--- config.mk ---
export PLATFORM = sky130hd
export DESIGN_NAME = playfair_pair_encrypt_flat
export DESIGN_NICKNAME = d
export VERILOG_FILES = /design/src/design/pfe_pkg.sv /design/src/design/pfe_in_if.sv /design/src/design/pfe_out_if.sv /design/src/design/pfe_ram.sv /design/src/design/pfe_lane.sv /design/src/design/pfe_merge.sv /design/src/design/playfair_pair_encrypt.sv /design/src/flat_wrapper.sv
export SDC_FILE = /design/constraint.sdc
export NUM_CORES = 1
export LEC_CHECK = 0
export BUFFER_PORTS_ARGS = -buffer_cell sky130_fd_sc_hd__buf_2
export CORE_MARGIN = 2
export CORE_UTILIZATION = 25
export DETAILED_ROUTE_END_ITERATION = 8
export GPL_TIMING_DRIVEN = 0
export HOLD_SLACK_MARGIN = 0.06
export SETUP_SLACK_MARGIN = 0.1
export SLEW_MARGIN = 20
export SYNTH_ARGS = -nofsm -noshare
export SYNTH_HDL_FRONTEND = slang
export SYNTH_SLANG_ARGS = --single-unit
--- constraint.sdc ---
create_clock -name clk -period 5.7 [get_ports clk]
set_input_delay 1.14 -clock clk [delete_from_list [all_inputs] [get_ports clk]]
set_output_delay 1.14 -clock clk [all_outputs]
set_load 0.02 [all_outputs]
--- src/design/pfe_pkg.sv ---
// Package for the Playfair pair encryptor.
// Holds letter codes, commands, coordinate types and square helpers.
// No dependencies.
package pfe_pkg;

    typedef logic [4:0] letter_t;
    typedef logic [4:0] pos_t;
    typedef logic [2:0] coord_t;
    typedef logic [1:0] cmd_t;

    typedef struct packed {
        coord_t row;
        coord_t col;
    } lane_coord_t;

    localparam cmd_t CMD_KEY    = 2'd0;
    localparam cmd_t CMD_FINISH = 2'd1;
    localparam cmd_t CMD_PAIR   = 2'd2;
    localparam cmd_t CMD_SINGLE = 2'd3;

    localparam letter_t LET_I = 5'd8;
    localparam letter_t LET_J = 5'd9;
    localparam letter_t LET_Z = 5'd25;

    localparam pos_t   SQ_CELLS = 5'd25;
    localparam int     ALPHA    = 26;
    localparam coord_t SQ_LAST  = 3'd4;

    function automatic letter_t clamp_letter(input letter_t c);
        return (c > LET_Z) ? LET_Z : c;
    endfunction

    function automatic letter_t fold_j(input letter_t c);
        return (c == LET_J) ? LET_I : c;
    endfunction

    // row and column of a square index, row-major, five per row
    function automatic lane_coord_t pos_coord(input pos_t p);
        lane_coord_t rc;
        rc = '0;
        priority if (p < 5'd5)
        begin
            rc.row = 3'd0;
            rc.col = p[2:0];
        end
        else if (p < 5'd10)
        begin
            rc.row = 3'd1;
            rc.col = 3'(p - 5'd5);
        end
        else if (p < 5'd15)
        begin
            rc.row = 3'd2;
            rc.col = 3'(p - 5'd10);
        end
        else if (p < 5'd20)
        begin
            rc.row = 3'd3;
            rc.col = 3'(p - 5'd15);
        end
        else if (p < 5'd25)
        begin
            rc.row = 3'd4;
            rc.col = 3'(p - 5'd20);
        end
        else
        begin
            rc.row = 3'd0;
            rc.col = 3'd0;
        end
        return rc;
    endfunction

    function automatic pos_t coord_idx(input lane_coord_t rc);
        pos_t r5;
        r5 = {2'b00, rc.row};
        return (r5 << 2) + r5 + {2'b00, rc.col};
    endfunction

    function automatic coord_t wrap_inc(input coord_t x);
        return (x == SQ_LAST) ? 3'd0 : 3'(x + 3'd1);
    endfunction

endpackage

--- src/design/pfe_in_if.sv ---
// Input channel of the Playfair pair encryptor: valid/ready plus item fields.
// Depends on pfe_pkg.
interface pfe_in_if
    import pfe_pkg::*;
();
    logic    valid;
    logic    ready;
    cmd_t    cmd;
    letter_t letter_a;
    letter_t letter_b;

    modport source (output valid, output cmd, output letter_a, output letter_b, input ready);
    modport sink   (input valid, input cmd, input letter_a, input letter_b, output ready);
endinterface

--- src/design/pfe_out_if.sv ---
// Result channel of the Playfair pair encryptor: valid/ready plus result fields.
// Depends on pfe_pkg.
interface pfe_out_if
    import pfe_pkg::*;
();
    logic    valid;
    logic    ready;
    letter_t cipher_a;
    letter_t cipher_b;
    logic    pair_valid;

    modport source (output valid, output cipher_a, output cipher_b, output pair_valid,
                    input ready);
    modport sink   (input valid, input cipher_a, input cipher_b, input pair_valid,
                    output ready);
endinterface

--- src/design/pfe_ram.sv ---
// Generic RAM: one write port, two read ports, registered read data.
// No dependencies.
module pfe_ram #(
    parameter int WIDTH = 5,
    parameter int DEPTH = 25
) (
    input  logic                     clk,
    input  logic                     we,
    input  logic [$clog2(DEPTH)-1:0] waddr,
    input  logic [WIDTH-1:0]         wdata,
    input  logic                     re,
    input  logic [$clog2(DEPTH)-1:0] raddr0,
    input  logic [$clog2(DEPTH)-1:0] raddr1,
    output logic [WIDTH-1:0]         rdata0,
    output logic [WIDTH-1:0]         rdata1
);

    logic [WIDTH-1:0] mem [DEPTH];
    logic [WIDTH-1:0] rdata0_reg;
    logic [WIDTH-1:0] rdata1_reg;

    always_ff @(posedge clk)
    begin
        if (we)
        begin
            mem[waddr] <= wdata;
        end
        if (re)
        begin
            rdata0_reg <= mem[raddr0];
            rdata1_reg <= mem[raddr1];
        end
    end

    assign rdata0 = rdata0_reg;
    assign rdata1 = rdata1_reg;

endmodule

--- src/design/pfe_lane.sv ---
// One letter lane: folds the letter into a position-table address and
// splits the returned square index into row and column. Depends on pfe_pkg.
module pfe_lane
    import pfe_pkg::*;
(
    input  letter_t     letter,
    input  pos_t        pos,
    output letter_t     lookup,
    output lane_coord_t coord
);

    assign lookup = fold_j(clamp_letter(letter));
    assign coord  = pos_coord(pos);

endmodule

--- src/design/pfe_merge.sv ---
// Merge stage: applies the same-row, same-column and rectangle rules to the
// two lane coordinates and gives the two cipher square indexes. Depends on pfe_pkg.
module pfe_merge
    import pfe_pkg::*;
(
    input  lane_coord_t coord_a,
    input  lane_coord_t coord_b,
    output pos_t        idx_a,
    output pos_t        idx_b
);

    lane_coord_t new_a;
    lane_coord_t new_b;

    always_comb
    begin
        new_a = coord_a;
        new_b = coord_b;
        priority if (coord_a.row == coord_b.row)
        begin
            new_a.col = wrap_inc(coord_a.col);
            new_b.col = wrap_inc(coord_b.col);
        end
        else if (coord_a.col == coord_b.col)
        begin
            new_a.row = wrap_inc(coord_a.row);
            new_b.row = wrap_inc(coord_b.row);
        end
        else
        begin
            new_a.col = coord_b.col;
            new_b.col = coord_a.col;
        end
    end

    assign idx_a = coord_idx(new_a);
    assign idx_b = coord_idx(new_b);

endmodule

--- src/design/playfair_pair_encrypt.sv ---
// Playfair pair encryptor, top level. Depends on pfe_pkg, pfe_in_if, pfe_out_if,
// pfe_ram, pfe_lane, pfe_merge.
// One item at a time. Key letter: placed on accept. Finish: 26-letter fill walk.
// Pair: position RAM read, square RAM read, result hand-off;
// single letter: hand-off. Output register frees the input while a result waits.
// Reset clears used-letter flags, fill index, walk letter, state and output valid.
module playfair_pair_encrypt
    import pfe_pkg::*;
(
    input  logic      clk,
    input  logic      rst_n,
    pfe_in_if.sink    plain,
    pfe_out_if.source cipher
);

    localparam logic [2:0] ST_IDLE = 3'd0;
    localparam logic [2:0] ST_FILL = 3'd1;
    localparam logic [2:0] ST_LOOK = 3'd2;
    localparam logic [2:0] ST_SQR  = 3'd3;
    localparam logic [2:0] ST_DONE = 3'd4;

    logic [2:0]       state_reg, state_next;
    pos_t             fill_reg, fill_next;
    letter_t          walk_reg, walk_next;
    logic [ALPHA-1:0] used_reg, used_next;

    letter_t res_a_reg, res_a_next;
    letter_t res_b_reg, res_b_next;
    logic    res_pair_reg, res_pair_next;

    logic    out_valid_reg, out_valid_next;
    letter_t out_a_reg, out_a_next;
    letter_t out_b_reg, out_b_next;
    logic    out_pair_reg, out_pair_next;

    logic        accept;
    logic        place_try;
    letter_t     place_raw;
    letter_t     place_c;
    logic        place_we;
    letter_t     lookup_a, lookup_b;
    pos_t        pos_a, pos_b;
    lane_coord_t coord_a, coord_b;
    pos_t        idx_a, idx_b;
    letter_t     sq_a, sq_b;

    assign plain.ready = (state_reg == ST_IDLE);
    assign accept      = plain.valid && plain.ready;

    // placement: a key letter in IDLE or the walk letter during the fill
    always_comb
    begin
        if (state_reg == ST_FILL)
        begin
            place_raw = walk_reg;
            place_try = (walk_reg != LET_J);
        end
        else
        begin
            place_raw = plain.letter_a;
            place_try = accept && (plain.cmd == CMD_KEY) && (plain.letter_a <= LET_Z);
        end
        place_c  = fold_j(place_raw);
        place_we = place_try && (place_c <= LET_Z) && !used_reg[place_c]
                   && (fill_reg < SQ_CELLS);
    end

    pfe_lane u_lane_a (
        .letter (plain.letter_a),
        .pos    (pos_a),
        .lookup (lookup_a),
        .coord  (coord_a)
    );

    pfe_lane u_lane_b (
        .letter (plain.letter_b),
        .pos    (pos_b),
        .lookup (lookup_b),
        .coord  (coord_b)
    );

    pfe_ram #(.WIDTH(5), .DEPTH(26)) u_pos_ram (
        .clk    (clk),
        .we     (place_we),
        .waddr  (place_c),
        .wdata  (fill_reg),
        .re     (accept && (plain.cmd == CMD_PAIR)),
        .raddr0 (lookup_a),
        .raddr1 (lookup_b),
        .rdata0 (pos_a),
        .rdata1 (pos_b)
    );

    pfe_merge u_merge (
        .coord_a (coord_a),
        .coord_b (coord_b),
        .idx_a   (idx_a),
        .idx_b   (idx_b)
    );

    pfe_ram #(.WIDTH(5), .DEPTH(25)) u_square_ram (
        .clk    (clk),
        .we     (place_we),
        .waddr  (fill_reg),
        .wdata  (place_c),
        .re     (state_reg == ST_LOOK),
        .raddr0 (idx_a),
        .raddr1 (idx_b),
        .rdata0 (sq_a),
        .rdata1 (sq_b)
    );

    always_comb
    begin
        state_next     = state_reg;
        fill_next      = fill_reg;
        walk_next      = walk_reg;
        used_next      = used_reg;
        res_a_next     = res_a_reg;
        res_b_next     = res_b_reg;
        res_pair_next  = res_pair_reg;
        out_valid_next = out_valid_reg;
        out_a_next     = out_a_reg;
        out_b_next     = out_b_reg;
        out_pair_next  = out_pair_reg;

        if (place_we)
        begin
            used_next[place_c] = 1'b1;
            fill_next          = 5'(fill_reg + 5'd1);
        end

        if (out_valid_reg && cipher.ready)
        begin
            out_valid_next = 1'b0;
        end

        unique case (state_reg)
            ST_IDLE:
            begin
                if (accept)
                begin
                    unique case (plain.cmd)
                        CMD_KEY:    state_next = ST_IDLE;
                        CMD_FINISH:
                        begin
                            walk_next  = '0;
                            state_next = ST_FILL;
                        end
                        CMD_PAIR:   state_next = ST_LOOK;
                        CMD_SINGLE:
                        begin
                            res_a_next    = clamp_letter(plain.letter_a);
                            res_b_next    = '0;
                            res_pair_next = 1'b0;
                            state_next    = ST_DONE;
                        end
                        default:    state_next = ST_IDLE;
                    endcase
                end
            end
            ST_FILL:
            begin
                walk_next = 5'(walk_reg + 5'd1);
                if (walk_reg == LET_Z)
                begin
                    state_next = ST_IDLE;
                end
            end
            ST_LOOK:
            begin
                state_next = ST_SQR;
            end
            ST_SQR:
            begin
                res_a_next    = sq_a;
                res_b_next    = sq_b;
                res_pair_next = 1'b1;
                state_next    = ST_DONE;
            end
            ST_DONE:
            begin
                if (!out_valid_reg || cipher.ready)
                begin
                    out_valid_next = 1'b1;
                    out_a_next     = res_a_reg;
                    out_b_next     = res_b_reg;
                    out_pair_next  = res_pair_reg;
                    state_next     = ST_IDLE;
                end
            end
            default:
            begin
                state_next = ST_IDLE;
            end
        endcase
    end

    always_ff @(posedge clk or negedge rst_n)
    begin
        if (!rst_n)
        begin
            state_reg     <= ST_IDLE;
            fill_reg      <= '0;
            walk_reg      <= '0;
            used_reg      <= '0;
            out_valid_reg <= 1'b0;
        end
        else
        begin
            state_reg     <= state_next;
            fill_reg      <= fill_next;
            walk_reg      <= walk_next;
            used_reg      <= used_next;
            out_valid_reg <= out_valid_next;
        end
    end

    always_ff @(posedge clk)
    begin
        res_a_reg    <= res_a_next;
        res_b_reg    <= res_b_next;
        res_pair_reg <= res_pair_next;
        out_a_reg    <= out_a_next;
        out_b_reg    <= out_b_next;
        out_pair_reg <= out_pair_next;
    end

    assign cipher.valid      = out_valid_reg;
    assign cipher.cipher_a   = out_a_reg;
    assign cipher.cipher_b   = out_b_reg;
    assign cipher.pair_valid = out_pair_reg;

endmodule
--- src/flat_wrapper.sv ---
// flat-port wrapper written by rule: the top's interface ports become plain ports
module playfair_pair_encrypt_flat import pfe_pkg::*;
  (clk, rst_n, plain_valid, plain_cmd, plain_letter_a, plain_letter_b, plain_ready, cipher_valid, cipher_cipher_a, cipher_cipher_b, cipher_pair_valid, cipher_ready);
  pfe_in_if plain_i ();
  pfe_out_if cipher_i ();
  input  logic clk;
  input  logic rst_n;
  input wire logic [$bits(plain_i.valid)-1:0] plain_valid;
  input wire logic [$bits(plain_i.cmd)-1:0] plain_cmd;
  input wire logic [$bits(plain_i.letter_a)-1:0] plain_letter_a;
  input wire logic [$bits(plain_i.letter_b)-1:0] plain_letter_b;
  output wire logic [$bits(plain_i.ready)-1:0] plain_ready;
  output wire logic [$bits(cipher_i.valid)-1:0] cipher_valid;
  output wire logic [$bits(cipher_i.cipher_a)-1:0] cipher_cipher_a;
  output wire logic [$bits(cipher_i.cipher_b)-1:0] cipher_cipher_b;
  output wire logic [$bits(cipher_i.pair_valid)-1:0] cipher_pair_valid;
  input wire logic [$bits(cipher_i.ready)-1:0] cipher_ready;
  assign plain_i.valid = plain_valid;
  assign plain_i.cmd = plain_cmd;
  assign plain_i.letter_a = plain_letter_a;
  assign plain_i.letter_b = plain_letter_b;
  assign plain_ready = plain_i.ready;
  assign cipher_valid = cipher_i.valid;
  assign cipher_cipher_a = cipher_i.cipher_a;
  assign cipher_cipher_b = cipher_i.cipher_b;
  assign cipher_pair_valid = cipher_i.pair_valid;
  assign cipher_i.ready = cipher_ready;
  playfair_pair_encrypt u_core (.clk(clk), .rst_n(rst_n), .plain(plain_i), .cipher(cipher_i));
endmodule
==> results by group, run 1 <==
Floorplanning
  – Die Span Y: 267 um
  – Starting density of the core: 0.253
  – Top-Level Pins: 29
  – Floorplan row count: 96
  – Core box area: 68700 um^2
  – Die extent in x: 267 um
  – Overall die area: 71500 um^2

Placement
  – Count of input and output buffers: 27
  – Weighted congestion at the end of routability-driven global placement: 0.850
  – Detailed Place HPWL: 32.9 mm

Clock network
  – H-tree level count: 1
  – Number of hold buffers added after CTS: 0
  – Sink count of the clock tree: 336
  – CTS tree: yes
  – Inserted Clock Buffers: 31
  – Cell at the root of the clock tree: clkbuf_16
  – Clock transition time at the flip-flop clock pins of the worst setup and hold paths: 0.07 ns
  – Number of buffers on the longest clock path: 3
  – Clk_lat worst skew: 0.58 ns

Yosys
  – Most common flop cell mapped by yosys: edfxtp_1
  – Cell area after technology mapping: 17400 um^2
  – Most frequent cell after synthesis: edfxtp_1
  – Number of standard cells after synthesis: 1203
  – Number of enable-type register cells in the synthesized netlist: 297
  – Number of flip-flops and latches in the synthesized netlist: 336
  – Post-Syn Area per Cell: 14.4 um^2
  – Synth warnings: 0
  – Share of Yosys cell area claimed by the top area cell type: 0.514
  – Share of flip-flops with an asynchronous set or reset: 0.116
  – Commonest cells post-synth: 297 x edfxtp_1, 100 x mux2i_1, 95 x mux4_2, 67 x nand2_1, 49 x nor2_1
  – Netlist cell types: 75
  – Library cell occupying the most area in the post-synthesis netlist: edfxtp_1
  – Cell types with the largest area share after synthesis: edfxtp_1 51%, mux4_2 12%, mux2i_1 5.8%, dfrtp_1 5.6%, ha_1 2.5%
  – Sequential area share after synthesis: 0.570

STA
  – Max Fclk: 0.175 GHz
  – Worst slew slack as a fraction of its limit: 0.295
  – Final min period: 5.72 ns
  – Hold Fails Final Rpt: 0
  – Clock tree skew after final layout: 0.0205 ns
  – Setup violation total in the final timing report: 5
  – Worst-Margin Slew: 1.06 ns
  – Max-slew violation count: 0
  – Setup TNS after final layout: -0.0563 ns
  – Portion of the clock cycle consumed by the worst path in the final layout: 1.00
  – Smallest hold slack: 0.422 ns
  – Crit path setup slack, layout: -0.0176 ns
  – RSZ-0062 raised after global routing: true

Run status
  – Run status: finished with violations
  – Failing checks: setup timing

Critical path
  – Endpoint of the lowest-slack register-to-register path: u_core.u_square_ram.rdata1[1]$_DFFE_PN_
  – Number of cells on the worst reg-to-reg path: 22
  – Largest fanout on the critical path: 6
  – Element type at the critical path start: register
  – Worst EP required: 6.03 ns
  – Critical path endpoint category: register
  – Data arrival time of the worst path: 6.04 ns
  – Setup crit start: u_core.u_pos_ram.rdata1[1]$_DFFE_PP_
  – Worst Path Class, Setup: reg -> reg
  – Critical path destination: u_core.u_square_ram.rdata1[1]$_DFFE_PN_
  – FF-to-FF setup slack: -0.02 ns
  – R2r startpoint: u_core.u_pos_ram.rdata1[1]$_DFFE_PP_

Finish
  – Area overhead of the layout relative to synthesis: 18.0%
  – Layout cell share with drive strength beyond 1: 0.274
  – Max FFs per register: 130
  – Filler instances: 6909
  – Number of nets in the layout: 1354
  – Final core utilization: 0.298

Min path
  – Hold crit path type: reg -> reg

Pwr
  – Flop pwr share: 0.382
  – Power share of the combinational group: 0.402
  – Power Internal: 0.00605 W
  – Leakage Power: 7.23 nW
  – NetSw: 0.00335 W
  – Ratio of total power to cell area: 459 nW/um^2
  – Fraction of power consumed by the clock network: 0.215
  – Switching power share of the total: 0.357
  – Worst vdd ir: 0.276 mV

Global routing
  – Number of antenna violations at the first check in global routing: 2
  – Via count of the first global-routing pass: 11.2k
  – Global-route wire length before repair: 69.1 mm
  – Gr ovfl total: 0
  – Pin count of the biggest net entering global routing: 40
  – All-Layer GR Usage: 0.126

Job
  – # Max-Cap Violations: 0

Routing
  – Iter 0 DRT Violations: 1069
  – Via-per-instance ratio: 4.94
  – Detailed-route wire length per cell: 20.5 um
  – Drt drc: 0
  – Count of antenna-violating nets left after detailed routing: 0
  – DR vias: 11.1k
  – 1st-pass router iterations: 5
  – Total wirelength of the detailed-routed design: 46.2 mm
-- layer usage --
| layer | up-vias | routed length, um | global-route usage | share of wire |
|---|---|---|---|---|
| li1 | 4984 | - | - | - |
| met1 | 5679 | 19200 | 0.165 | 0.42 |
| met2 | 388 | 22400 | 0.211 | 0.49 |
| met3 | 94 | 2980 | 0.0211 | 0.065 |
| met4 | 2 | 1620 | 0.0480 | 0.035 |
| met5 | - | 13 | 0 | 0.00028 |
-- power groups by stage --
stage	Sequential, W	Combinational, W	Clock [W]
floorplan	0.00351	0.00248	0
global placement	0.00363	0.00345	0
detailed placement	0.00365	0.00353	0
CTS	0.00360	0.00367	0.00206
global route	0.00364	0.00404	0.00215
finish	0.00360	0.00378	0.00202
-- area by class of cell --
type | count | area, um^2 | share of cell area
clock buffers | 42 | 876 | 0.0428
clock inverters | 15 | 108 | 0.00525
diodes | 1 | 2.50 | 0.000122
well taps | 931 | 1160 | 0.0569
plain buffers | 79 | 415 | 0.0203
inverters | 39 | 154 | 0.00751
flip-flops and latches | 336 | 9900 | 0.483
repair buffers | 61 | 408 | 0.0199
multi-input cells | 752 | 7460 | 0.364
-- repair_timing --
| item | CTS | global route |
|---|---|---|
| gates cloned | 1 | 0 |
| endpoints found under the setup margin | 10 | 10 |
| gates resized for setup | 56 | 41 |
| pin swaps | 19 | 6 |
| buffers inserted | 20 | 13 |
-- placed cells by master (no fill, tap or decap), types with 5 or more instances in the layout --
cell       count
ha_4           7
clkbuf_2       7
mux2i_1      100
buf_4         31
a21o_1        10
a31oi_1        9
buf_2         42
conb_1         5
a21oi_2        5
inv_2          5
ha_1          27
clkinv_2       6
clkbuf_1      38
mux2_2        12
o31ai_1        5
o22ai_1       21
nor2_1        46
clkbuf_4       6
o21ai_0       36
nor2b_1        5
inv_1         31
mux2_4        10
a211oi_1      19
a21oi_1       23
mux4_2        95
or2_2          8
buf_1         11
nand2_1       66
nor3b_1        9
nand3_1        8
and2_1        21
edfxtp_1     297
buf_6          8
and3_1        43
o221ai_1      18
a31o_2        22
clkbuf_16     33
a311oi_1       6
dfrtp_1       36
nor3_1         9
-- critical path, cell delays in order (launching register included) --
cell	delay, ns
edfxtp_1	0.47
inv_2	0.12
ha_4	0.20
a211o_4	0.35
a311oi_2	0.22
o22a_1	0.21
inv_2	0.07
and3_4	0.18
or4_4	0.51
buf_6	0.13
or2_4	0.27
clkbuf_16	0.16
o22a_1	0.16
fa_1	0.51
inv_1	0.05
ha_1	0.27
a21o_1	0.20
a21o_1	0.18
or3_4	0.38
o31ai_4	0.29
nor4_4	0.07
buf_6	0.15
mux2_4	0.30
-- cells by family (layout without fill, tap and decap cells) --
family,after synthesis,count (layout),share of synthesized area
adders and majority gates,38,38,0.0291
muxes,218,218,0.197
xor gates and xnor gates,11,11,0.00555
and+or+nand+nor,258,258,0.0800
buffers and inverters,119,236,0.0275
other,1,6,0.000216
AOI/OAI and AO/OA,222,222,0.0905
DFF,336,336,0.570
-- per-stage QoR --
step	std cells	worst slack (ns)	power [W]	instance area (um^2)
after detailed placement	2166	-0.881	0.00718	18800
final	2256	-0.0176	0.00940	20500
after floorplan	1207	0.0972	0.00600	17500
after CTS	2243	0.0740	0.00933	20200
after global routing	2255	-0.143	0.00983	20500
after global placement	2165	-0.785	0.00708	18800
-- worst min-delay path by stage --
| stage | start | endpoint | slack [ns] | cells past startpoint |
|---|---|---|---|---|
| 6_report | u_core.res_b_reg[0]$_SDFFCE_PN0P_ | u_core.cipher.cipher_b[0]$_DFFE_PP_ | 0.42 | 0 |
| 5_1_grt | u_core.res_b_reg[0]$_SDFFCE_PN0P_ | u_core.cipher.cipher_b[0]$_DFFE_PP_ | 0.43 | 0 |
| 4_1_cts | u_core.res_b_reg[0]$_SDFFCE_PN0P_ | u_core.cipher.cipher_b[0]$_DFFE_PP_ | 0.42 | 0 |
| 3_5_place_dp | u_core.res_b_reg[0]$_SDFFCE_PN0P_ | u_core.cipher.cipher_b[0]$_DFFE_PP_ | 0.41 | 0 |
| 3_3_place_gp | u_core.res_a_reg[4]$_DFFE_PP_ | u_core.cipher.cipher_a[4]$_DFFE_PP_ | 0.40 | 0 |
| 2_1_floorplan | u_core.res_a_reg[0]$_DFFE_PP_ | u_core.cipher.cipher_a[0]$_DFFE_PP_ | 0.40 | 0 |
No activity file was read; power rests on OpenSTA's default activity.
==> run 2, diff against run 1 <==
--- a/config.mk
+++ b/config.mk
@@ -11,6 +11,7 @@
 export DETAILED_ROUTE_END_ITERATION = 8
 export GPL_TIMING_DRIVEN = 0
 export HOLD_SLACK_MARGIN = 0.06
+export RECOVER_POWER = 25
 export SETUP_SLACK_MARGIN = 0.1
 export SLEW_MARGIN = 20
 export SYNTH_ARGS = -nofsm -noshare
==> constraint.sdc (replaced) <==
create_clock -name clk -period 5.7 [get_ports clk]
set_input_delay 1.14 -clock clk [delete_from_list [all_inputs] [get_ports clk]]
set_output_delay 1.14 -clock clk [all_outputs]
set_load 0.1 [all_outputs]
==> run 2 against run 1 <==
  * Global-route usage unchanged
  * The run ends with capacitance limit, slew limit, setup timing left
  * Via count down 0.39%
  * Critical path depth did not move
  * Routed wire length about the same
  * Die area unchanged
  * Total power increased by 1.3%
  * Final cell count unchanged
  * Sequential share of layout area about the same
  * Non-clock buffer count unchanged
  * First-iteration DRC count grew 2.3%
  * Clock skew shrank 0.0028 ns
  * Setup slack worse by 0.0027 ns
==> results by group, run 2 (synthesis results as in run 1) <==
Run status
  – Run status: finished with violations
  – Failing checks: capacitance limit, slew limit, setup timing

Finish
  – Layout cell share with drive strength beyond 1: 0.270 (-0.00453)
  – Number of nets in the layout: 1354 (unchanged)
  – Final core utilization: 0.298 (about the same)
  – Area taken by multi-input logic gates: 7450 um^2 (about the same)
  – Most frequent cells in the layout: 297 x edfxtp_1, 100 x mux2i_1, 95 x mux4_2
  – Register cell area after layout: 9890 um^2 (about the same)
  – Filler instances: 6913 (+0.058%)
  – Final Instance Count excl. Fillers: 2256 (unchanged)
  – Max FFs per register: 130 (unchanged)
  – Area overhead of the layout relative to synthesis: 18.0% (about the same)
  – Most common cell after layout, fill and taps aside: edfxtp_1

Routing
  – Detailed-route wire length per cell: 20.5 um (about the same)
  – Total wirelength of the detailed-routed design: 46.2 mm (about the same)
  – 1st-pass router iterations: 5 (unchanged)
  – Via-per-instance ratio: 4.92 (-0.39%)
  – Iter 0 DRT Violations: 1094 (+2.3%)
  – Count of antenna-violating nets left after detailed routing: 0 (unchanged)
  – DR vias: 11.1k (-0.39%)
  – Drt drc: 0 (unchanged)

Pwr
  – Ratio of total power to cell area: 465 nW/um^2 (+1.3%)
  – Leakage Power: 7.22 nW (about the same)
  – Worst vdd ir: 0.276 mV (+0.16%)

Critical path
  – Critical path endpoint category: register
  – Largest stage delay, worst path: 0.51 ns (about the same)
  – R2r startpoint: u_core.u_pos_ram.rdata1[1]$_DFFE_PP_
  – Data arrival time of the worst path: 6.05 ns (about the same)
  – Element type at the critical path start: register
  – FF-to-FF setup slack: -0.02 ns (about the same)
  – Largest fanout on the critical path: 6 (unchanged)
  – Worst Path Class, Setup: reg -> reg
  – Largest delay contributor family on the critical path: compound AO/OA/AOI/OAI gates
  – Worst EP required: 6.03 ns (about the same)
  – Number of cells on the worst reg-to-reg path: 22 (unchanged)
  – Worst Path Buf+Inv: 6 (unchanged)
  – Critical-path cell list: inv_2 > ha_4 > a211o_4 > a311oi_2 > o22a_1 > inv_2 > and3_4 > or4_4 > buf_6 > or2_4 > clkbuf_16 > o22a_1 > fa_1 > inv_1 > ha_1 > a21o_1 > a21o_1 > or3_4 > o31ai_4 > nor4_4 > buf_6 > mux2_4
  – Critical-path cell with the highest stage delay: or4_4
  – Endpoint of the lowest-slack register-to-register path: u_core.u_square_ram.rdata1[1]$_DFFE_PN_

Clock network
  – CTS tree: yes
  – Sink count of the clock tree: 336 (unchanged)
  – Inserted Clock Buffers: 31 (unchanged)
  – Cell at the root of the clock tree: clkbuf_16
  – H-tree level count: 1 (unchanged)
  – Number of buffers on the longest clock path: 3 (unchanged)
  – Clock transition time at the flip-flop clock pins of the worst setup and hold paths: 0.07 ns (about the same)
  – Clk_lat worst skew: 0.58 ns (about the same)
  – Number of hold buffers added after CTS: 0 (unchanged)

Global routing
  – All-Layer GR Usage: 0.126 (unchanged)
  – Global-route wire length before repair: 69.1 mm (unchanged)
  – Via count of the first global-routing pass: 11.2k (unchanged)
  – Gr ovfl total: 0 (unchanged)
  – Pin count of the biggest net entering global routing: 40 (unchanged)
  – Number of antenna violations at the first check in global routing: 2 (unchanged)

Floorplanning
  – Overall die area: 71500 um^2 (unchanged)
  – Core box area: 68700 um^2 (unchanged)
  – Floorplan row count: 96 (unchanged)
  – Die extent in x: 267 um (unchanged)
  – Die Span Y: 267 um (unchanged)
  – Starting density of the core: 0.253 (unchanged)
  – Top-Level Pins: 29 (unchanged)

STA
  – Final min period: 5.72 ns (+0.00275 ns)
  – Max Fclk: 0.175 GHz (about the same)
  – Worst slew slack as a fraction of its limit: -0.492 (-0.788)
  – RSZ-0062 raised after global routing: true
  – Hold Fails Final Rpt: 0 (unchanged)
  – Worst-Margin Slew: 2.24 ns (+1.18 ns)
  – Max-slew violation count: 40 (+40)
  – Crit path setup slack, layout: -0.0204 ns (-0.00275 ns)
  – Portion of the clock cycle consumed by the worst path in the final layout: 1.00 (about the same)
  – Clock tree skew after final layout: 0.0177 ns (-0.00278 ns)
  – Setup violation total in the final timing report: 5 (unchanged)

Min path
  – Cell depth of the worst min-delay path: 0 (unchanged)
  – Worst Hold Path EP: u_core.cipher.cipher_b[0]$_DFFE_PP_
  – Launch instance of the worst min-delay path: u_core.res_b_reg[0]$_SDFFCE_PN0P_
  – Hold crit path type: reg -> reg

Placement
  – Count of input and output buffers: 27 (unchanged)
  – Weighted congestion at the end of routability-driven global placement: 0.850 (unchanged)
  – Detailed Place HPWL: 32.9 mm (unchanged)
  – Placed cell count: 2166 (unchanged)

Job
  – # Max-Cap Violations: 1 (+1)
-- run 2: cell types whose count changed in the layout (fill, tap and decap cells not counted) --
cell / previous run / this run
nor3b_1: 9 / 10
dfrtp_1: 36 / 39
buf_2: 42 / 40
clkbuf_1: 38 / 40
dfrtp_2: 3 / 0
nor3b_2: 1 / 0
-- run 2: routing by layer --
metal,routed length [um],track usage
met5,13,0
met2,22500,0.211
met4,1630,0.0480
met1,19100,0.165
met3,2990,0.0211
-- run 2: layout make-up --
cell class | count | area share
timing repair buffer | 61 | 0.0198
inverter | 39 | 0.00752
antenna | 1 | 0.000122
buffer | 79 | 0.0203
tap | 931 | 0.0569
clock inverter | 15 | 0.00526
clock buffer | 42 | 0.0428
multi-input combinational | 752 | 0.364
sequential | 336 | 0.483
-- run 2: how the worst max path moves through the flow --
| stage | start | to | slack, ns | depth (start not counted) |
|---|---|---|---|---|
| after global placement | u_core.u_pos_ram.rdata1[1]$_DFFE_PP_ | u_core.u_square_ram.rdata0[3]$_DFFE_PN_ | -0.79 | 21 |
| after global routing | u_core.u_pos_ram.rdata1[1]$_DFFE_PP_ | u_core.u_square_ram.rdata0[1]$_DFFE_PN_ | -0.14 | 23 |
| after floorplan | u_core.u_pos_ram.rdata0[0]$_DFFE_PP_ | u_core.u_square_ram.rdata1[0]$_DFFE_PN_ | 0.1 | 23 |
| after detailed placement | u_core.u_pos_ram.rdata1[1]$_DFFE_PP_ | u_core.u_square_ram.rdata0[3]$_DFFE_PN_ | -0.88 | 21 |
| final | u_core.u_pos_ram.rdata1[1]$_DFFE_PP_ | u_core.u_square_ram.rdata1[1]$_DFFE_PN_ | -0.02 | 22 |
| after CTS | u_core.u_pos_ram.rdata1[1]$_DFFE_PP_ | u_core.u_square_ram.rdata1[1]$_DFFE_PN_ | 0.07 | 21 |
-- run 2: repair_timing --
| item | CTS | global route |
|---|---|---|
| pin swaps | 19 | 6 |
| gates resized for setup | 56 | 41 |
| setup buffers | 20 | 13 |
| endpoints found under the setup margin | 10 | 10 |
| cloned | 1 | 0 |
-- run 2: stage by stage --
step / hold WS [ns] / setup WS (ns) / power [W] / instance area, um^2 / setup TNS (ns)
2_1_floorplan: 0.400 / 0.0972 / 0.00612 / 17500 / 0
3_3_place_gp: 0.403 / -0.785 / 0.00721 / 18800 / -6.83
3_5_place_dp: 0.405 / -0.881 / 0.00731 / 18800 / -7.29
4_1_cts: 0.421 / 0.0740 / 0.00945 / 20200 / 0
5_1_grt: 0.429 / -0.143 / 0.00996 / 20500 / -1.32
6_report: 0.422 / -0.0204 / 0.00952 / 20500 / -0.0700
-- run 2: where the power goes --
group          leakage, nW  switching [W]  total (W)  internal [W]
Clock                0.493       0.000901    0.00202       0.00112
Combinational         3.55        0.00227    0.00390       0.00163
Sequential            3.18       0.000305    0.00360       0.00329
==> run 3, diff against run 2 <==
--- a/config.mk
+++ b/config.mk
@@ -8,6 +8,7 @@
 export BUFFER_PORTS_ARGS = -buffer_cell sky130_fd_sc_hd__buf_2
 export CORE_MARGIN = 2
 export CORE_UTILIZATION = 25
+export CTS_CLUSTER_SIZE = 10
 export DETAILED_ROUTE_END_ITERATION = 8
 export GPL_TIMING_DRIVEN = 0
 export HOLD_SLACK_MARGIN = 0.06
@@ -16,4 +17,5 @@
 export SLEW_MARGIN = 20
 export SYNTH_ARGS = -nofsm -noshare
 export SYNTH_HDL_FRONTEND = slang
+export SYNTH_HIERARCHICAL = 1
 export SYNTH_SLANG_ARGS = --single-unit
==> constraint.sdc (replaced) <==
create_clock -name clk -period 5.3 [get_ports clk]
set_input_delay 1.06 -clock clk [delete_from_list [all_inputs] [get_ports clk]]
set_output_delay 1.06 -clock clk [all_outputs]
set_load 0.1 [all_outputs]
==> run 3 against run 2 <==
  * Clock-buffer cell count is 21 higher
  * Via count increased by 5.2%
  * Largest cell class unchanged
  * Fmax increased by 9.1%
  * Final cell count grew 3.7%
  * Die area grew 1.4%
  * The flow finishes with violations (capacitance limit, slew limit)
  * Critical path depth fell by 4
  * Critical path type unchanged
  * Critical endpoint is now u_core/u_square_ram/rdata0[0]$_DFFE_PP_
==> results by group, run 3 <==
STA
  – RSZ-0062 raised after global routing: true
  – Setup violation total in the final timing report: 0 (-5)
  – Clock tree skew after final layout: 0.0369 ns (+0.0192 ns)
  – Crit path setup slack, layout: 0.0586 ns (+0.0790 ns)
  – Worst-Margin Slew: 2.17 ns (-0.0670 ns)
  – Hold Fails Final Rpt: 0 (unchanged)
  – Max-slew violation count: 80 (+100%)
  – Worst slew slack as a fraction of its limit: -0.448 (+0.0447)
  – Final min period: 5.24 ns (-0.479 ns)
  – Setup TNS after final layout: 0 ns (+0.0700 ns)
  – Max Fclk: 0.191 GHz (+9.1%)
  – Portion of the clock cycle consumed by the worst path in the final layout: 0.989 (-0.0146)

Pwr
  – Power share of the combinational group: 0.418 (+0.008)
  – Leakage Power: 7.12 nW (-1.4%)
  – Switching power share of the total: 0.374 (+0.00949)
  – Power Internal: 0.00686 W (+14%)
  – Power consumption: 0.0110 W (+15%)
  – Fraction of power consumed by the clock network: 0.233 (+0.020)
  – Flop pwr share: 0.349 (-0.029)
  – NetSw: 0.00411 W (+18%)
  – Ratio of total power to cell area: 520 nW/um^2 (+12%)
  – Worst vdd ir: 0.375 mV (+36%)

Placement
  – Count of input and output buffers: 28 (+3.7%)
  – Placed cell count: 2235 (+3.2%)
  – Worst Setup Slack post-DPL: -0.972 ns (-0.0910 ns)
  – Weighted congestion at the end of routability-driven global placement: 0.883 (+3.8%)
  – Detailed Place HPWL: 32.1 mm (-2.4%)

Yosys
  – Cell area after technology mapping: 17600 um^2 (+1.4%)
  – Commonest cells post-synth: 297 x edfxtp_1, 87 x mux2i_1, 84 x nor2_1, 83 x mux4_2, 79 x nand2_1
  – Library cell occupying the most area in the post-synthesis netlist: edfxtp_1
  – Share of flip-flops with an asynchronous set or reset: 0.119 (+0.00262)
  – Most frequent cell after synthesis: edfxtp_1
  – Most common flop cell mapped by yosys: edfxtp_1
  – Sequential area share after synthesis: 0.564 (-0.00632)
  – Number of enable-type register cells in the synthesized netlist: 297 (unchanged)
  – Synth warnings: 6 (+6)
  – Cell types with the largest area share after synthesis: edfxtp_1 51%, mux4_2 11%, dfrtp_1 5.7%, mux2i_1 4.9%, ha_1 2.2%
  – Number of flip-flops and latches in the synthesized netlist: 337 (+0.30%)
  – Post-Synthesis Net Count: 1318
  – Number of standard cells after synthesis: 1267 (+5.3%)
  – Share of Yosys cell area claimed by the top area cell type: 0.507 (-0.00698)
  – Post-Syn Area per Cell: 13.9 um^2 (-3.7%)
  – Netlist cell types: 84 (+12%)

Finish
  – Layout cell share with drive strength beyond 1: 0.271 (+0.00179)
  – Most frequent cells in the layout: 297 x edfxtp_1, 84 x mux4_2, 82 x mux2i_1
  – Count of inserted antenna diode cells: 0 (-1)
  – Number of nets in the layout: 1427 (+5.4%)
  – Area overhead of the layout relative to synthesis: 19.8%
  – Max FFs per register: 130 (unchanged)
  – Final core utilization: 0.302 (+0.00354)
  – Final Instance Count excl. Fillers: 2340 (+3.7%)
  – Most common cell after layout, fill and taps aside: edfxtp_1

Global routing
  – Met1 usage: 0.157 (-0.00755)
  – Met2 layer usage reported by global route: 0.213 (+0.00251)
  – All-Layer GR Usage: 0.125 (-0.00145)
  – Via count of the first global-routing pass: 11.9k (+6.2%)
  – Most used routing layer: met2
  – Met3 routing resource usage after global routing: 0.0214 (+0.000226)
  – Pin count of the biggest net entering global routing: 41 (+2.5%)
  – Gr ovfl total: 0 (unchanged)
  – Number of antenna violations at the first check in global routing: 3 (+1)
  – Global-route wire length before repair: 71.1 mm (+2.8%)

Run status
  – Run status: finished with violations
  – Failing checks: capacitance limit, slew limit

Routing
  – Via-per-instance ratio: 4.99 (+1.5%)
  – Total wirelength of the detailed-routed design: 46.8 mm (+1.3%)
  – 1st-pass router iterations: 5 (unchanged)
  – DR vias: 11.7k (+5.2%)
  – Drt drc: 0 (unchanged)
  – Count of antenna-violating nets left after detailed routing: 0 (unchanged)
  – Iter 0 DRT Violations: 966 (-12%)
  – Detailed-route wire length per cell: 20.0 um (-2.3%)

Critical path
  – Critical path endpoint category: register
  – Data arrival time of the worst path: 5.56 ns (-0.49 ns)
  – Worst EP required: 5.62 ns (-0.41 ns)
  – Worst Path Class, Setup: reg -> reg
  – Largest fanout on the critical path: 4 (-2)
  – Element type at the critical path start: register

Clock network
  – Inserted Clock Buffers: 41 (+32%)
  – CTS tree: yes
  – Number of buffers on the longest clock path: 3 (unchanged)
  – Cell at the root of the clock tree: clkbuf_16
  – Number of hold buffers added after CTS: 0 (unchanged)
  – H-tree level count: 2 (+1)
  – Clk_lat worst skew: 0.58 ns (about the same)
  – Clock transition time at the flip-flop clock pins of the worst setup and hold paths: 0.05 ns (-0.02 ns)
  – Sink count of the clock tree: 337 (+0.30%)

Floorplanning
  – Die Span Y: 269 um (+0.67%)
  – Floorplan row count: 97 (+1.0%)
  – Starting density of the core: 0.252 (-0.000922)
  – Die extent in x: 269 um (+0.67%)
  – Overall die area: 72500 um^2 (+1.4%)
  – Top-Level Pins: 29 (unchanged)
  – Core box area: 69900 um^2 (+1.7%)

Job
  – # Max-Cap Violations: 2 (+1)

Min path
  – Hold crit path type: reg -> reg
## run 3: changes by cell type after synthesis, sizes merged, moves of 16 or more
| cell | delta |
|---|---|
| o211ai | +18 |
| nand3b | +16 |
| and3 | -37 |
| nor2 | +35 |
| nand3 | +18 |
| a22oi | +24 |
| and2 | -16 |
## run 3: through the flow
| step | instance area [um^2] | hold slack, ns |
|---|---|---|
| after detailed placement | 18900 | 0.405 |
| after floorplan | 17600 | 0.400 |
| final | 21100 | 0.418 |
| after global routing | 21100 | 0.422 |
| after CTS | 20600 | 0.420 |
| after global placement | 18900 | 0.404 |
## run 3: path summary, 6_finish.rpt
kind,startpoint,to,slack [ns],cells after the start
setup / recovery,u_core/u_pos_ram/rdata0[2]$_DFFE_PP_,u_core/u_square_ram/rdata0[0]$_DFFE_PP_,0.06,18
hold / removal,u_core/res_a_reg[3]$_DFFE_PP_,u_core/cipher.cipher_a[3]$_DFFE_PP_,0.42,0
setup reg to reg,u_core/u_pos_ram/rdata0[2]$_DFFE_PP_,u_core/u_square_ram/rdata0[0]$_DFFE_PP_,0.06,18
hold reg to reg,u_core/res_a_reg[3]$_DFFE_PP_,u_core/cipher.cipher_a[3]$_DFFE_PP_,0.42,0
max in group asynchronous,rst_n,u_core/fill_reg[3]$_DFFE_PN0P_,2.92,1
min in group asynchronous,rst_n,u_core/state_reg[2]$_DFFE_PN0P_,1.12,1
## run 3: final cells by class
cell class	count	area (um^2)
multi-input cells	810	7550
well taps	940	1180
fillers	6994	48800
repair buffers	67	483
plain buffers	80	564
flip-flops and latches	337	9920
inverters	39	165
clock inverters	4	71.3
clock buffers	63	1150
## run 3: layer usage
metal / part of all wire / vias up
met5: 0.00073 / -
met4: 0.031 / 6
met3: 0.053 / 89
met2: 0.50 / 363
met1: 0.42 / 6017
li1: - / 5211
## run 3: timing repair
action	in CTS	in global routing
buffers inserted	24	15
gates resized for setup	58	85
gates cloned	0	0
pin swaps	12	38
setup endpoints to repair	194	52
## run 3: power by group through the flow
stage | combinational, W | clock [W] | sequential, W
after floorplan | 0.00267 | 0 | 0.00382
after global placement | 0.00384 | 0 | 0.00387
after detailed placement | 0.00389 | 0 | 0.00389
after CTS | 0.00414 | 0.00263 | 0.00383
after global routing | 0.00484 | 0.00273 | 0.00388
final | 0.00458 | 0.00256 | 0.00383
## run 3: cells by family (layout without fill, tap and decap cells)
kind of cell,Yosys count,after routing,share of synthesized area
flip-flops,337,337,0.564
AND/OR/NAND/NOR,334,334,0.101
AO/OA/AOI/OAI,239,239,0.0975
multiplexers,191,191,0.170
buffers and inverters,120,253,0.0355
adder cells (fa/ha/maj),35,35,0.0266
XOR/XNOR,11,11,0.00548
## run 3: worst max-delay path: stages, from the launching register on
cell	delay, ns
edfxtp_1	0.42
clkbuf_8	0.17
inv_4	0.05
ha_4	0.13
and2b_2	0.26
o41ai_2	0.38
a221o_1	0.26
xor2_2	0.12
or4_1	0.53
o21a_1	0.21
a31oi_4	0.18
fa_1	0.45
inv_2	0.08
fa_1	0.44
buf_6	0.15
mux4_2	0.28
or2_0	0.22
mux4_2	0.49
o311a_1	0.18
